`src/hw/rtl/i2a_pkg.sv`:
```
// Shared types, character codes and command codes of the integer to ASCII formatter.
package i2a_pkg;

	localparam int VALUE_W = 32;
	localparam int DIGITS  = 10;
	localparam int BCD_W   = 4 * DIGITS;
	localparam int CHAR_W  = 7;

	localparam logic [1:0] CMD_UDEC = 2'd0;
	localparam logic [1:0] CMD_SDEC = 2'd1;
	localparam logic [1:0] CMD_HEX  = 2'd2;

	localparam logic [CHAR_W-1:0] CHAR_ZERO  = 7'h30;
	localparam logic [CHAR_W-1:0] CHAR_A     = 7'h61;
	localparam logic [CHAR_W-1:0] CHAR_MINUS = 7'h2d;
	localparam logic [CHAR_W-1:0] CHAR_NINE  = 7'h39;
	localparam logic [CHAR_W-1:0] CHAR_F     = 7'h66;

	typedef struct packed {
		logic               start;
		logic [VALUE_W-1:0] bin;
	} i2a_bcd_req_t;

	typedef struct packed {
		logic             busy;
		logic             done;
		logic [BCD_W-1:0] bcd;
	} i2a_bcd_res_t;

	function automatic logic [CHAR_W-1:0] digit_char(input logic [3:0] d);
		logic [CHAR_W-1:0] r;
		if (d < 4'd10) begin
			r = CHAR_ZERO + {3'b000, d};
		end else begin
			r = CHAR_A + {3'b000, d} - 7'd10;
		end
		return r;
	endfunction

endpackage

```
`src/hw/rtl/integer_to_ascii_formatter.sv`:
```
// Top level of the integer to ASCII formatter: command sequencer and output register.
//
// Input channel s_*: one item carries a 32-bit value and a 2-bit command
// (unsigned decimal, signed decimal, lowercase hex). Output channel m_*:
// one item per ASCII character, most significant first, tlast on the final
// character of a value. A command code of 3 is taken and produces nothing,
// and the next item can be taken in the following cycle.
// One value is worked on at a time; s_tready is high only while idle.
// Decimal values go through a binary to BCD converter that shifts one bit per
// cycle; the sequencer takes its result when the converter's done flag is set,
// then leading zero digits are dropped at one per cycle (up to 9) and the
// emission starts. A decimal value gives up to 11 characters, the minus sign
// included. Hex needs no conversion: up to 7 dropped zeros and up to 8
// characters. Reset clears the sequencer and the output valid flag. When the
// receiver stalls, the character in the output register holds and the
// sequencer waits until it is taken.
module integer_to_ascii_formatter (
	input  logic        clk,
	input  logic        arst_n,
	input  logic        s_tvalid,
	output logic        s_tready,
	input  logic [39:0] s_tdata,   // [31:0] value, [33:32] command, [39:34] zero
	output logic        m_tvalid,
	input  logic        m_tready,
	output logic [7:0]  m_tdata,   // [6:0] character, [7] zero
	output logic        m_tlast
);
	import i2a_pkg::*;

	localparam logic [1:0] ST_IDLE = 2'd0;
	localparam logic [1:0] ST_CONV = 2'd1;
	localparam logic [1:0] ST_SKIP = 2'd2;
	localparam logic [1:0] ST_EMIT = 2'd3;

	logic [1:0]         state_q;
	logic [BCD_W-1:0]   dig_q;
	logic [3:0]         rem_q;
	logic               minus_q;
	logic               out_valid_q;
	logic [CHAR_W-1:0]  out_char_q;
	logic               out_last_q;

	logic [VALUE_W-1:0] in_value;
	logic [1:0]         in_cmd;
	logic               accept;
	logic               out_free;
	logic               neg;
	logic [VALUE_W-1:0] mag;
	logic [3:0]         top_digit;
	i2a_bcd_req_t       bcd_req;
	i2a_bcd_res_t       bcd_res;

	assign in_value  = s_tdata[31:0];
	assign in_cmd    = s_tdata[33:32];
	assign s_tready  = (state_q == ST_IDLE);
	assign accept    = s_tvalid && s_tready;
	assign out_free  = !out_valid_q || m_tready;
	assign neg       = (in_cmd == CMD_SDEC) && in_value[VALUE_W-1];
	assign mag       = neg ? (~in_value + 32'd1) : in_value;
	assign top_digit = dig_q[BCD_W-1 -: 4];

	assign bcd_req.start = accept && ((in_cmd == CMD_UDEC) || (in_cmd == CMD_SDEC));
	assign bcd_req.bin   = mag;

	i2a_dabble u_dabble (
		.clk    (clk),
		.arst_n (arst_n),
		.req    (bcd_req),
		.res    (bcd_res)
	);

	always_ff @(posedge clk or negedge arst_n) begin
		if (!arst_n) begin
			state_q     <= ST_IDLE;
			rem_q       <= '0;
			minus_q     <= 1'b0;
			out_valid_q <= 1'b0;
		end else begin
			if (state_q == ST_EMIT && out_free) begin
				out_valid_q <= 1'b1;
			end else if (m_tready) begin
				out_valid_q <= 1'b0;
			end
			unique case (state_q)
				ST_IDLE: begin
					if (accept) begin
						minus_q <= neg;
						if (in_cmd == CMD_HEX) begin
							rem_q   <= 4'd8;
							state_q <= ST_SKIP;
						end else if (bcd_req.start) begin
							state_q <= ST_CONV;
						end
					end
				end
				ST_CONV: begin
					if (bcd_res.done) begin
						rem_q   <= 4'(DIGITS);
						state_q <= ST_SKIP;
					end
				end
				ST_SKIP: begin
					if (top_digit == 4'd0 && rem_q > 4'd1) begin
						rem_q <= rem_q - 4'd1;
					end else begin
						state_q <= ST_EMIT;
					end
				end
				ST_EMIT: begin
					if (out_free) begin
						if (minus_q) begin
							minus_q <= 1'b0;
						end else begin
							rem_q <= rem_q - 4'd1;
							if (rem_q == 4'd1) begin
								state_q <= ST_IDLE;
							end
						end
					end
				end
				default: state_q <= ST_IDLE;
			endcase
		end
	end

	always_ff @(posedge clk) begin
		if (state_q == ST_IDLE && accept && in_cmd == CMD_HEX) begin
			dig_q <= {in_value, 8'h00};
		end else if (state_q == ST_CONV && bcd_res.done) begin
			dig_q <= bcd_res.bcd;
		end else if (state_q == ST_SKIP && top_digit == 4'd0 && rem_q > 4'd1) begin
			dig_q <= {dig_q[BCD_W-5:0], 4'h0};
		end else if (state_q == ST_EMIT && out_free && !minus_q) begin
			dig_q <= {dig_q[BCD_W-5:0], 4'h0};
		end
		if (state_q == ST_EMIT && out_free) begin
			if (minus_q) begin
				out_char_q <= CHAR_MINUS;
				out_last_q <= 1'b0;
			end else begin
				out_char_q <= digit_char(top_digit);
				out_last_q <= (rem_q == 4'd1);
			end
		end
	end

	assign m_tvalid = out_valid_q;
	assign m_tdata  = {1'b0, out_char_q};
	assign m_tlast  = out_last_q;

	a_done_in_conv: assert property (@(posedge clk) disable iff (!arst_n)
		bcd_res.done |-> (state_q == ST_CONV))
		else $error("converter finished outside the conversion state");

	a_conv_busy: assert property (@(posedge clk) disable iff (!arst_n)
		(state_q == ST_CONV) && !bcd_res.done |-> bcd_res.busy)
		else $error("conversion state without a running converter");

	a_rem_nonzero: assert property (@(posedge clk) disable iff (!arst_n)
		(state_q == ST_SKIP || state_q == ST_EMIT) |-> (rem_q != 4'd0))
		else $error("no digits left while emitting");

	a_char_legal: assert property (@(posedge clk) disable iff (!arst_n)
		out_valid_q |-> ((out_char_q >= CHAR_ZERO && out_char_q <= CHAR_NINE)
			|| (out_char_q >= CHAR_A && out_char_q <= CHAR_F)
			|| (out_char_q == CHAR_MINUS)))
		else $error("illegal character on the output");

	a_minus_not_last: assert property (@(posedge clk) disable iff (!arst_n)
		out_valid_q && (out_char_q == CHAR_MINUS) |-> !out_last_q)
		else $error("minus sign marked as last character");

endmodule

```
`src/hw/rtl/i2a_dabble.sv`:
```
// Iterative binary to BCD converter, one shift-and-add-three step per cycle.
module i2a_dabble (
	input  logic                 clk,
	input  logic                 arst_n,
	input  i2a_pkg::i2a_bcd_req_t req,
	output i2a_pkg::i2a_bcd_res_t res
);
	import i2a_pkg::*;

	localparam int CNT_W = $clog2(VALUE_W);

	logic               busy_q;
	logic               done_q;
	logic [CNT_W-1:0]   cnt_q;
	logic [BCD_W-1:0]   bcd_q;
	logic [VALUE_W-1:0] bin_q;
	logic [BCD_W-1:0]   adj;

	always_comb begin
		for (int i = 0; i < DIGITS; i++) begin
			if (bcd_q[4*i +: 4] >= 4'd5) begin
				adj[4*i +: 4] = bcd_q[4*i +: 4] + 4'd3;
			end else begin
				adj[4*i +: 4] = bcd_q[4*i +: 4];
			end
		end
	end

	always_ff @(posedge clk or negedge arst_n) begin
		if (!arst_n) begin
			busy_q <= 1'b0;
			done_q <= 1'b0;
			cnt_q  <= '0;
		end else begin
			done_q <= busy_q && (cnt_q == CNT_W'(VALUE_W - 1));
			if (busy_q) begin
				cnt_q <= cnt_q + 1'b1;
				if (cnt_q == CNT_W'(VALUE_W - 1)) begin
					busy_q <= 1'b0;
				end
			end else if (req.start) begin
				busy_q <= 1'b1;
				cnt_q  <= '0;
			end
		end
	end

	always_ff @(posedge clk) begin
		if (busy_q) begin
			{bcd_q, bin_q} <= {adj[BCD_W-2:0], bin_q, 1'b0};
		end else if (req.start) begin
			bcd_q <= '0;
			bin_q <= req.bin;
		end
	end

	assign res.busy = busy_q;
	assign res.done = done_q;
	assign res.bcd  = bcd_q;

endmodule
```
`config.mk`:
```
export PLATFORM = sky130hd
export DESIGN_NAME = integer_to_ascii_formatter
export DESIGN_NICKNAME = d
export VERILOG_FILES = /design/src/hw/rtl/i2a_pkg.sv /design/src/hw/rtl/integer_to_ascii_formatter.sv /design/src/hw/rtl/i2a_dabble.sv
export SDC_FILE = /design/constraint.sdc
export NUM_CORES = 1
export LEC_CHECK = 0
export ABC_AREA = 1
export ABC_CLOCK_PERIOD_IN_PS = 7500
export BUFFER_PORTS_ARGS = -buffer_cell sky130_fd_sc_hd__buf_2
export CAP_MARGIN = 10
export CORE_AREA = 2 2 133 135
export DETAILED_ROUTE_END_ITERATION = 16
export DIE_AREA = 0 0 135 137
export PLACE_DENSITY = 0.69
export SYNTH_ARGS = -nofsm -noshare
export SYNTH_HDL_FRONTEND = slang
export SYNTH_HIERARCHICAL = 1
export SYNTH_SLANG_ARGS = --single-unit
```
`constraint.sdc`:
```
create_clock -name clk -period 7.5 [get_ports clk]
set_clock_uncertainty 0.15 [all_clocks]
set_input_delay 0.75 -clock clk [delete_from_list [all_inputs] [get_ports clk]]
set_output_delay 0.75 -clock clk [all_outputs]
set_load 0.02 [all_outputs]
```
* After elaboration in Yosys (flattened, before gate mapping)
Index checks and enable logic that the tools add are counted.
** Storage, ports and cells
- Register bits :: 135
- Input port bits :: 44
- Output and inout port bits :: 11
- Word-level logic and storage cells :: 132
** Cells by class
- Add/sub/neg operators :: 16
- Magnitude comparators :: 12
- Equality and inequality tests :: 16
- Muxes and demuxes :: 46
- Bitwise gates (word level) :: 1
- Reduce and logical (&&, ||, !) cells :: 27
** Operators with widths (count)
- 40-bit 2-to-1 mux :: 6
- 32-bit 2-to-1 mux :: 3
- 4-bit 2-to-1 mux :: 15
- 4-bit by 3-bit greater-or-equal comparator with 1-bit output, second input constant :: 10
- 4-bit by 2-bit adder with 4-bit output, second input constant :: 9
- 32-bit by 1-bit adder with 32-bit output, second input constant :: 1
- 32-bit NOT :: 1
- 2-bit 2-to-1 mux :: 8
- 4-bit case mux with 4 select lines :: 1
- 1-bit logical AND :: 12
- 5-bit 2-to-1 mux :: 2
- 2-bit by 1-bit != test with 1-bit output, second input constant :: 4
- 2-bit != test, second input constant :: 4
- 2-bit case mux with 4 select lines :: 1
- 6-bit by 4-bit adder with 7-bit output, first input constant :: 1
- 6-bit by 5-bit adder with 7-bit output, first input constant :: 1
- 1-bit 2-to-1 mux :: 7
- 7-bit 2-to-1 mux :: 1
- 7-bit AND reduction :: 1
- 7-bit by 4-bit subtractor with 7-bit output, second input constant :: 1
- 2-bit == test, second input constant :: 3
- 6-bit AND reduction :: 1
- 2-bit nonzero test :: 3
- 5-bit by 1-bit adder with 5-bit output, second input constant :: 1
- 17 further kinds :: 21

* Depth between registers and ports, before layout
- Depth in word-level cells :: 8
- Gate-level depth with buffers :: 12
- Depth with buffers taken out :: 12

* Modules after synthesis
Netlist, hierarchy kept.
** Modules (own cells, without submodules)
- i2a_dabble :: instances 1, cells each 494, area each 4275.4 µm², sequential area each 2327.2 µm²
- integer_to_ascii_formatter :: instances 1, cells each 555, area each 4073.9 µm², sequential area each 1561.5 µm²

* Least setup slack after synthesis
No wires, ideal clock.
- Path kind :: register -> register
- Start :: register state_q[1]
- End :: register u_dabble.bcd_q[0] (enable)
- Setup time :: 0.426 ns
- Data arrival time :: 2.776 ns
- Data required time :: 6.924 ns
- Setup slack :: 4.149 ns
- Cell stages (with the launch flop) :: 8
- Path buffers :: 1
- Path through :: dfrtp_1 -> inv_1 -> ha_1 -> nand2_1 -> nor2_1 -> buf_6 -> nor2_1 -> inv_1
** RTL lines
- from (decl) :: RTL line integer_to_ascii_formatter.sv:35 : logic [1:0] state_q;
- from (signal assigned) :: RTL line integer_to_ascii_formatter.sv:74 : state_q <= ST_IDLE;
- from (signal assigned) :: RTL line integer_to_ascii_formatter.sv:90 : state_q <= ST_SKIP;
- from (signal assigned) :: RTL line integer_to_ascii_formatter.sv:92 : state_q <= ST_CONV;
- to (signal assigned) :: RTL line i2a_dabble.sv:50 : {bcd_q, bin_q} <= {adj[BCD_W-2:0], bin_q, 1'b0};
- to (decl) :: RTL line i2a_dabble.sv:15 : logic [BCD_W-1:0] bcd_q;

* Final worst setup path
- Start :: register state_q[1]
- End :: register dig_q[20] (enable)
** On the way
- Word-level cells in the longest chain between the ends :: 5
- Elaborated cells between the ends (all ways) :: 13
** RTL lines
- 2-bit zero test :: RTL line integer_to_ascii_formatter.sv:55, integer_to_ascii_formatter.sv:127
- 1-bit logical AND :: RTL line integer_to_ascii_formatter.sv:56 : assign accept = s_tvalid && s_tready;
- 1-bit logical AND (2 in a row) :: RTL line integer_to_ascii_formatter.sv:127 : if (state_q == ST_IDLE && accept && in_cmd == CMD_HEX) begin
- 4-bit nonzero test (no source line) (*)
- to (signal assigned) :: RTL line integer_to_ascii_formatter.sv:128 : dig_q <= {in_value, 8'h00};
- to (signal assigned) :: RTL line integer_to_ascii_formatter.sv:130 : dig_q <= bcd_res.bcd;
- to (signal assigned) :: RTL line integer_to_ascii_formatter.sv:132 : dig_q <= {dig_q[BCD_W-5:0], 4'h0};
- to (decl) :: RTL line integer_to_ascii_formatter.sv:36 : logic [BCD_W-1:0] dig_q;
Every way passes the cells marked *; elsewhere a longest branch is shown, timed or not.
A chain may end at the register's enable or synchronous reset.

==> impl_metrics.ini <==
[status]
status = finished clean

[floorplanning]
io_pins = 55
core_um2 = 17100
die_x_um = 135
num_rows = 48
die_y_um = 137
dieArea_um2 = 18500
start_util = 0.489

[logic_synthesis]
syn_nets = 1124
netlist_instances = 1048
synth_area_per_cell_um2 = 7.96
yosysWarnings = 6
synthesis.area_um2 = 8340

[cells_and_area]
drive_gt1_frac = 0.110
finalInstanceArea_um2 = 9280
final_cell_mix = 301 x nand2_1, 128 x nor2_1, 112 x inv_1
area_growth_pct = 11.2
nets = 1159
final_common_cell = nand2_1

[setup_path]
rrSetupSlack_ns = 4.29
cp_cell_sequence = inv_1 > ha_1 > nand2_1 > nor2_4 > buf_4 > inv_2 > nand2_2
end_kind = flop
worstPathArrival_ns = 3.11
worstSetupPathType = flop to flop
cp_top_family = simple AND/OR/NAND/NOR gates
crit_slowest_cell = nand2_2
crit_required_ns = 7.40
cp_max_fo = 56
reg2reg_to = dig_q[20]
slowest_delay_ns = 0.72
critical_path_buf_inv_count = 3
critPathLaunchType = flop
r2r_start = state_q[1]
r2r_cells = 7

[grt]
grt_first_pass_wirelength_um = 31500
antenna_found_initial = 1
grt_overflow = 0
grt_use_total = 0.217
grt_max_degree = 73
grt_pass1_vias = 6469

[clock_tree]
clk_pin_slew_ns = 0.06
tritoncts = done
numCtsBuffers = 17
worstSkewPairLatency_ns = 0.43
ctsHoldBuffers = 0
cts_resized = 0
h-tree-depth = 4
cts_sinks = 135
post_cts.repair.setup_buffers = 0
clockBufferDepth = 2
root_buffer = clkbuf_16

[drt]
wire_per_inst_um = 14.6
drtAntennaViolNets = 0
dr_total_vias = 7004
post-route-drc-count = 0
detail_route.iter0.violations = 638
routed_wl_um = 19200
firstDrtPassIters = 5
via_per_inst = 5.30

[sta]
fin_crit_sh = 0.428
worst_slew_pin_slew_ns = 0.998
slew_violations = 0
hold_violations = 0
timing.final.ws_setup_ns = 4.29
fmax_mhz = 312
setup_tns_ns = 0
setup_violations = 0
min_period_ns = 3.21
max_slew_margin = 0.335
grt_setup_unrepaired = no

[power_and_ir_drop]
sw_frac_of_total = 0.383
p_leak_nw = 4.38
switchingPower_mw = 1.40
power_density_nw_per_um2 = 395
combPwrFrac = 0.374
p_int_mw = 2.26
power_frac_seq = 0.400
ir_worst_vdd_v = 0.000187
clockPowerShare = 0.226

[place]
portBuffers = 47
dp.final_hpwl_um = 13100
place.gp.congestion = 0.882
place_area_um2 = 8680
dp_slack_ns = 4.28

[hold_path]
hold_path.class = input port to asynchronous set/reset pin

[flow_run]
cap_violations = 0
==> power groups by stage <==
stage | Clock, mW | Sequential (mW) | Combinational [mW]
after floorplan | 0 | 1.44 | 1.07
after global placement | 0 | 1.47 | 1.33
after detailed placement | 0 | 1.48 | 1.36
after CTS | 0.839 | 1.47 | 1.37
after global routing | 0.866 | 1.50 | 1.58
final | 0.827 | 1.47 | 1.37
==> layout make-up <==
| type | count | area (µm²) |
|---|---|---|
| clock inverter | 5 | 28.8 |
| inverter | 119 | 447 |
| sequential | 135 | 3890 |
| multi-input combinational | 758 | 3790 |
| fill | 1574 | 7780 |
| antenna | 1 | 2.50 |
| timing repair buffer | 52 | 273 |
| clock buffer | 27 | 566 |
| tap | 225 | 282 |
==> stage by stage <==
step                std cells  power, mW  hold WS, ns  utilization
floorplan                1048       2.51        0.296            -
global placement         1289       2.79        0.314        0.509
detailed placement       1289       2.84        0.322        0.509
CTS                      1321       3.68       0.0815        0.544
global route             1322       3.95        0.101        0.544
finish                   1322       3.66       0.0775        0.544
==> worst max-delay path by stage <==
stage	from	slack, ns	cells after the start	endpoint
2_1_floorplan	state_q[1]	4.15	7	u_dabble/bcd_q[0]
3_3_place_gp	s_tdata[32]	4.29	7	dig_q[30]
3_5_place_dp	s_tdata[32]	4.28	7	dig_q[27]
4_1_cts	state_q[1]	4.28	7	dig_q[33]
5_1_grt	state_q[1]	4.07	7	dig_q[33]
6_report	state_q[1]	4.29	7	dig_q[20]
==> metal layers <==
layer / vias to the layer above / global-route usage / part of all wire
met5: - / 0 / 0
met2: 220 / 0.365 / 0.47
met4: 0 / 0.0868 / 0.020
li1: 3530 / - / -
met3: 26 / 0.0378 / 0.062
met1: 3228 / 0.280 / 0.45
==> state kept, by name (all words and copies together) (netlist names) <==
signal / flops
state_q: 2
m_tlast: 1
rem_q: 4
m_tvalid: 1
u_dabble/bin_q: 32
dig_q: 40
u_dabble/busy_q: 1
minus_q: 1
u_dabble/bcd_q: 40
u_dabble/done_q: 1
u_dabble/cnt_q: 5
out_char_q: 7
==> worst register-to-register path, stage by stage (launching register included) <==
cell and delay [ns]:
dfrtp_1 0.43, inv_1 0.15, ha_1 0.26, nand2_1 0.16
nor2_4 0.13, buf_4 0.47, inv_2 0.33, nand2_2 0.73
(Power assumes the default switching activity.)
